File: src/design/pncid_pkg.sv
// Package for the padded name CRC-32 identifier.
// Holds the shared types, constants and the byte-wise CRC-32 and case-folding functions.
// No dependencies.
package pncid_pkg;

   localparam logic [7:0]  MAX_NAME_LEN = 8'd255;
   localparam logic [31:0] CRC_POLY     = 32'hEDB88320;
   localparam logic [31:0] CRC_INIT     = 32'hFFFFFFFF;

   typedef struct packed {
      logic [31:0] crc;
      logic [7:0]  count;
      logic [7:0]  first_char;
      logic        overflow;
   } name_state_type;

   function automatic logic [31:0] crc_feed(input logic [31:0] crc, input logic [7:0] data);
      logic [31:0] c;
      c = crc ^ {24'd0, data};
      for (int k = 0; k < 8; k++) begin
         if (c[0]) begin
            c = (c >> 1) ^ CRC_POLY;
         end else begin
            c = c >> 1;
         end
      end
      return c;
   endfunction

   function automatic logic [7:0] to_upper(input logic [7:0] ch);
      logic [7:0] u;
      u = ch;
      if (ch >= 8'h61 && ch <= 8'h7A) begin
         u = ch - 8'h20;
      end
      return u;
   endfunction

endpackage

File: src/design/pncid_accum.sv
// Input register and running name state for the padded name CRC-32 identifier.
// Folds one character per item into the CRC and hands the closed name state downstream.
// Depends on pncid_pkg.
module pncid_accum (
   input  logic                     clock,
   input  logic                     reset,
   input  logic                     req_tvalid,
   output logic                     req_tready,
   input  logic [7:0]               req_tdata,   // name_byte
   input  logic                     req_tuser,   // byte_present
   input  logic                     req_tlast,   // last
   output logic                     close_valid,
   input  logic                     close_ready,
   output pncid_pkg::name_state_type close_state
);
   import pncid_pkg::*;

   logic           in_valid_ff, in_valid_in;
   logic [7:0]     in_byte_ff;
   logic           in_present_ff;
   logic           in_last_ff;
   name_state_type state_ff, state_in;
   name_state_type updated;
   logic           advance;
   logic [7:0]     upper;

   assign advance    = in_valid_ff && (!in_last_ff || close_ready);
   assign req_tready = !in_valid_ff || advance;
   assign upper      = to_upper(in_byte_ff);

   always_comb begin
      updated = state_ff;
      if (in_present_ff) begin
         if (state_ff.count < MAX_NAME_LEN) begin
            if (state_ff.count[1:0] == 2'd0) begin
               updated.first_char = upper;
            end
            updated.crc   = crc_feed(state_ff.crc, upper);
            updated.count = state_ff.count + 8'd1;
         end else begin
            updated.overflow = 1'b1;
         end
      end
   end

   always_comb begin
      state_in = state_ff;
      if (advance) begin
         if (in_last_ff) begin
            state_in = '{crc: CRC_INIT, count: 8'd0, first_char: 8'd0, overflow: 1'b0};
         end else begin
            state_in = updated;
         end
      end
   end

   assign in_valid_in = req_tready ? req_tvalid : in_valid_ff;
   assign close_valid = in_valid_ff && in_last_ff;
   assign close_state = updated;

   always_ff @(posedge clock) begin
      if (reset) begin
         in_valid_ff <= 1'b0;
         state_ff    <= '{crc: CRC_INIT, count: 8'd0, first_char: 8'd0, overflow: 1'b0};
      end else begin
         in_valid_ff <= in_valid_in;
         state_ff    <= state_in;
      end
   end

   always_ff @(posedge clock) begin
      if (req_tready) begin
         in_byte_ff    <= req_tdata;
         in_present_ff <= req_tuser;
         in_last_ff    <= req_tlast;
      end
   end

endmodule

File: src/design/pncid_pad.sv
// Padding and result stages for the padded name CRC-32 identifier.
// For a length not a multiple of four, feeds the length modulo four as a byte, then the
// repeated group character; inverts and holds the result. Depends on pncid_pkg.
module pncid_pad (
   input  logic                     clock,
   input  logic                     reset,
   input  logic                     close_valid,
   output logic                     close_ready,
   input  pncid_pkg::name_state_type close_state,
   output logic                     rsp_tvalid,
   input  logic                     rsp_tready,
   output logic [39:0]              rsp_tdata,   // name_id, name_length
   output logic                     rsp_tuser    // was_truncated
);
   import pncid_pkg::*;

   logic           a_valid_ff, a_valid_in;
   logic           b_valid_ff, b_valid_in;
   logic           out_valid_ff, out_valid_in;
   name_state_type a_ff, b_ff, b_in;
   logic [39:0]    out_data_ff, out_data_in;
   logic           out_flag_ff;
   logic           a_ready, b_ready, out_ready;
   logic [31:0]    crc_one, crc_two, crc_final;

   assign out_ready   = !out_valid_ff || rsp_tready;
   assign b_ready     = !b_valid_ff || out_ready;
   assign a_ready     = !a_valid_ff || b_ready;
   assign close_ready = a_ready;

   assign a_valid_in   = a_ready ? close_valid : a_valid_ff;
   assign b_valid_in   = b_ready ? a_valid_ff : b_valid_ff;
   assign out_valid_in = out_ready ? b_valid_ff : out_valid_ff;

   always_comb begin
      b_in = a_ff;
      if (a_ff.count[1:0] != 2'd0) begin
         b_in.crc = crc_feed(a_ff.crc, {6'd0, a_ff.count[1:0]});
      end
   end

   assign crc_one = crc_feed(b_ff.crc, b_ff.first_char);
   assign crc_two = crc_feed(crc_one, b_ff.first_char);

   always_comb begin
      case (b_ff.count[1:0])
         2'd1:    crc_final = crc_two;
         2'd2:    crc_final = crc_one;
         default: crc_final = b_ff.crc;
      endcase
   end

   assign out_data_in = {b_ff.count, ~crc_final};

   always_ff @(posedge clock) begin
      if (reset) begin
         a_valid_ff   <= 1'b0;
         b_valid_ff   <= 1'b0;
         out_valid_ff <= 1'b0;
      end else begin
         a_valid_ff   <= a_valid_in;
         b_valid_ff   <= b_valid_in;
         out_valid_ff <= out_valid_in;
      end
   end

   always_ff @(posedge clock) begin
      if (a_ready) begin
         a_ff <= close_state;
      end
      if (b_ready) begin
         b_ff <= b_in;
      end
      if (out_ready) begin
         out_data_ff <= out_data_in;
         out_flag_ff <= b_ff.overflow;
      end
   end

   assign rsp_tvalid = out_valid_ff;
   assign rsp_tdata  = out_data_ff;
   assign rsp_tuser  = out_flag_ff;

endmodule

File: src/design/padded_name_crc32_id_top.sv
// Top level of the padded name CRC-32 identifier.
// Instantiates pncid_accum and pncid_pad; depends on pncid_pkg.
//
// Takes one name character per cycle while not stalled (req_tuser = character present,
// req_tlast = end of name) and returns, for each end of name, the inverted reflected CRC-32
// of the upper-cased name padded to a multiple of four, the kept length and a truncation
// flag. Characters past 255 are dropped. An item is accepted every cycle unless rsp_tready
// back-pressure stalls the pipeline; the result of a name passes through the input
// register, two padding stages and the result register. An idle item (no character, no
// end) is accepted and produces nothing.
module padded_name_crc32_id_top (
   input  logic        clock,
   input  logic        reset,
   input  logic        req_tvalid,
   output logic        req_tready,
   input  logic [7:0]  req_tdata,   // name_byte
   input  logic        req_tuser,   // byte_present
   input  logic        req_tlast,   // last
   output logic        rsp_tvalid,
   input  logic        rsp_tready,
   output logic [39:0] rsp_tdata,   // name_id [31:0], name_length [39:32]
   output logic        rsp_tuser    // was_truncated
);
   import pncid_pkg::*;

   logic           close_valid;
   logic           close_ready;
   name_state_type close_state;

   pncid_accum u_accum (
      .clock       (clock),
      .reset       (reset),
      .req_tvalid  (req_tvalid),
      .req_tready  (req_tready),
      .req_tdata   (req_tdata),
      .req_tuser   (req_tuser),
      .req_tlast   (req_tlast),
      .close_valid (close_valid),
      .close_ready (close_ready),
      .close_state (close_state)
   );

   pncid_pad u_pad (
      .clock       (clock),
      .reset       (reset),
      .close_valid (close_valid),
      .close_ready (close_ready),
      .close_state (close_state),
      .rsp_tvalid  (rsp_tvalid),
      .rsp_tready  (rsp_tready),
      .rsp_tdata   (rsp_tdata),
      .rsp_tuser   (rsp_tuser)
   );

endmodule
File: config.mk
export PLATFORM = sky130hd
export DESIGN_NAME = padded_name_crc32_id_top
export DESIGN_NICKNAME = d
export VERILOG_FILES = /design/src/design/pncid_pkg.sv /design/src/design/pncid_accum.sv /design/src/design/pncid_pad.sv /design/src/design/padded_name_crc32_id_top.sv
export SDC_FILE = /design/constraint.sdc
export NUM_CORES = 1
export LEC_CHECK = 0
export ABC_CLOCK_PERIOD_IN_PS = 8100
export BUFFER_PORTS_ARGS = -buffer_cell sky130_fd_sc_hd__buf_4
export CAP_MARGIN = 15
export CORE_ASPECT_RATIO = 1.4
export CORE_MARGIN = 5
export CORE_UTILIZATION = 50
export DETAILED_ROUTE_END_ITERATION = 8
export GPL_TIMING_DRIVEN = 0
export HOLD_SLACK_MARGIN = 0.06
export PLACE_DENSITY = 0.64
export SLEW_MARGIN = 40
export SYNTH_ARGS = -nofsm -noshare
export SYNTH_HDL_FRONTEND = slang
export SYNTH_HIERARCHICAL = 1
export SYNTH_SLANG_ARGS = --single-unit
File: constraint.sdc
create_clock -name clock -period 8.1 [get_ports clock]
set_clock_uncertainty 0.15 [all_clocks]
set_input_delay 0.81 -clock clock [delete_from_list [all_inputs] [get_ports clock]]
set_output_delay 0.81 -clock clock [all_outputs]
set_load 0.05 [all_outputs]
==> metrics.log <==
INFO  metric min_from = u_pad/a_ff[13]$_DFFE_PP_
INFO  metric first_global_vias = 7109
INFO  metric share_of_the_synthesized_area_in_compound_gates_ao_oa_aoi_oai = 11.1%
INFO  metric worst_r2r_startpoint = u_pad/b_ff[2]$_DFFE_PP_
INFO  metric viasPerCell = 5.32
INFO  metric hold_path_end = u_pad/b_ff[13]$_DFFE_PP_
INFO  metric synth-edff-count = 149
INFO  metric cap_viol_max_count = 0
INFO  metric netlist_area = 11100 sq um
INFO  metric synth-async-reset-ratio = 0%
INFO  metric worst_ep_required_time = 8.24 ns
INFO  metric end_kind = flop
INFO  metric cell_count_after_synthesis = 954
INFO  metric grt_start_max_net_pins = 48
INFO  metric ctsHoldBuffers = 0
INFO  metric clock_tree.htree_level_count = 1
INFO  metric crit_path_max_fanout = 7
INFO  metric clk_latency = 0.51 ns
INFO  metric synthDominantCellAreaShare = 40.4%
INFO  metric clock_path_buffers = 3
INFO  metric core_area = 21900 sq um
INFO  metric min_path_cells = 0
INFO  metric yosys.area_share.xor_xnor = 28.0%
INFO  metric synth.distinct_cells = 53
INFO  metric crit-reg2reg-capture = u_pad/rsp_tdata[25]$_DFFE_PP_
INFO  metric slew_headroom = 46.7%
INFO  metric nets = 1056
INFO  metric gpl.final_weighted_congestion = 0.912
INFO  metric synth.yosys.seq_area_share = 50.0%
INFO  metric drt_first_iter_violations = 458
INFO  metric synth_most_common_cell = xnor2_1
INFO  metric synth_mux_area_share = 0.508%
INFO  metric chipHeight = 186 microns
INFO  metric final_period_minus_worst_setup_slack = 3.56 ns
INFO  metric globalRouteTotalUtil = 21.8%
INFO  metric cts_tree = done
INFO  metric yosys.area_share.simple = 7.89%
INFO  metric worst_pin_slew = 0.797 ns
INFO  metric post-route-drc-count = 0
INFO  metric ys_top_cells_by_area = edfxtp_1 40%, xnor2_1 14%, dfxtp_1 9.6%
INFO  metric ff2ff_path_depth = 7
INFO  metric cts_sinks = 202
INFO  metric die-width = 136 microns
INFO  metric report.final.setup_viol = 0
INFO  metric crit_type = reg -> reg
INFO  metric postSynthAreaPerCell = 11.6 sq um
INFO  metric drtAntennaViolNets = 0
INFO  metric grt_setup_unrepaired = false
INFO  metric hpwlAfterDp = 21.0 mm
INFO  metric portBuffers = 56
INFO  metric post_cts_setup_buffer_count = 0
INFO  metric cts_resized = 0
INFO  metric routed_length_per_placed_instance = 20.0 microns
INFO  metric cp.arrival = 3.70 ns
INFO  metric global_route_wire_length_before_repair = 41.8 mm
INFO  metric antenna_found_initial = 0
INFO  metric synth_fp_nets = 973
INFO  metric ff2ff_setup_slack = 4.54 ns
INFO  metric yosys_warnings = 6
INFO  metric antennaDiodeCount = 0
INFO  metric final_hold_viol_count = 0
INFO  metric floorplan.initialDensity = 50.7%
INFO  metric drt_pre_antenna_iters = 5
INFO  metric die_area = 25300 sq um
INFO  metric detailroute.via_count = 7182
INFO  metric floorplan.io_pins = 57
INFO  metric postSynth.topFlopCell = edfxtp_1
INFO  metric synthAdderAreaFrac = 0.565%
INFO  metric post_synth_most_frequent_cells = 171 x xnor2_1, 149 x edfxtp_1, 76 x nor2_1, 76 x xor2_1, 69 x o21ai_0
INFO  metric clk_pin_slew_worst_paths = 0.06 ns
INFO  metric number_of_clock_buffers_inserted_by_tritoncts = 22
INFO  metric fmax = 281 MHz
INFO  metric setup_tns_after_final_layout = 0 ns
INFO  metric post-route-period-util = 43.9%
INFO  metric yosysTopAreaCell = edfxtp_1
INFO  metric drive_above_1_share = 14.0%
INFO  metric worstHoldPathType = reg -> reg
INFO  metric final_routed_wirelength = 27.0 mm
INFO  metric run_status = finished, final reports clean
INFO  metric main_combinational_cell_family_by_area_after_synthesis = XOR/XNOR gates
INFO  metric global_route.overflow_total = 0
INFO  metric fp-row-count = 64
INFO  metric synthesis_to_layout_area_growth = 14.5%
INFO  metric worst_setup_path_start_kind = flop
INFO  metric ys_seq_elements = 202
INFO  metric timing_max_transition_violations_final = 0
INFO  metric cts_root_buf = clkbuf_16
## metal layers
layer / vias up / track usage (%) / part of all wire (%)
met4: 0 / 9.08 / 4.6
met3: 64 / 2.50 / 3.7
met2: 197 / 42.4 / 55
met1: 3394 / 23.8 / 37
met5: - / 0 / 0
li1: 3527 / - / -
## cells in the final DEF (no fill, tap or decap), types with 14 or more instances in the layout
cell	instances
xnor2_1	171
buf_4	56
edfxtp_1	149
xor2_1	75
inv_1	14
nand2_1	63
a21oi_1	63
clkbuf_16	22
clkbuf_1	47
nor2_1	76
dfxtp_1	53
o21ai_0	69
## flip-flops by register name, summed over array words and instances (netlist names)
| register | cells |
|---|---|
| u_accum/state_ff | 49 |
| u_pad/a_ff | 49 |
| u_pad/b_ff | 49 |
| u_pad/rsp_tdata | 40 |
| u_accum/in_byte_ff | 8 |
| u_accum/in_last_ff | 1 |
| u_accum/in_present_ff | 1 |
| u_accum/in_valid_ff | 1 |
| u_pad/a_valid_ff | 1 |
| u_pad/b_valid_ff | 1 |
| u_pad/rsp_tuser | 1 |
| u_pad/rsp_tvalid | 1 |
## worst max-delay path by stage
stage | start | end | slack, ns | cells after the start
after CTS | u_pad/b_ff[2]$_DFFE_PP_ | u_pad/rsp_tdata[18]$_DFFE_PP_ | 4.52 | 7
final | u_pad/b_ff[2]$_DFFE_PP_ | u_pad/rsp_tdata[25]$_DFFE_PP_ | 4.54 | 7
after global routing | u_pad/b_ff[2]$_DFFE_PP_ | u_pad/rsp_tdata[18]$_DFFE_PP_ | 4.38 | 7
after detailed placement | rsp_tready | u_accum/state_ff[37]$_SDFFE_PP1P_ | 4.50 | 11
after global placement | rsp_tready | u_accum/state_ff[37]$_SDFFE_PP1P_ | 2.98 | 10
after floorplan | rsp_tready | req_tready | 4.20 | 4
## layout make-up
type / instances / area, sq um
inverter: 16 / 62.6
multi-input combinational: 692 / 5340
fill: 1828 / 9170
tap: 297 / 372
clock buffer: 29 / 597
sequential: 202 / 5540
timing repair buffer: 59 / 480
buffer: 44 / 165
clock inverter: 11 / 138
## worst max-delay path, cell delays in order, from the launching register on
cell and delay, ns:
edfxtp_1 0.47, xnor2_2 0.45, xnor3_1 0.65, xnor2_4 0.44, xor2_2 0.32, xor2_1 0.42, xnor2_1 0.14, a222oi_1 0.30
## metrics by stage
step	instance area, sq um	std cells	setup slack (ns)	utilization (%)	hold WS, ns
after global routing	12700	1350	4.38	58.0	0.272
final	12700	1350	4.54	58.0	0.268
after detailed placement	11900	1310	4.50	54.7	0.255
after global placement	11900	1307	2.98	54.3	0.253
after floorplan	11100	954	4.20	-	0.250
after CTS	12700	1350	4.52	58.0	0.266
## kinds of logic after synthesis
group	count (synthesis)
xor+xnor	288
fa+ha+maj	5
flops	202
buf+inv	60
mux	5
simple gates	196
compound gates	198
Power is not shown: default switching activity piles up to over one toggle a cycle in this logic, so the estimate is an artifact.
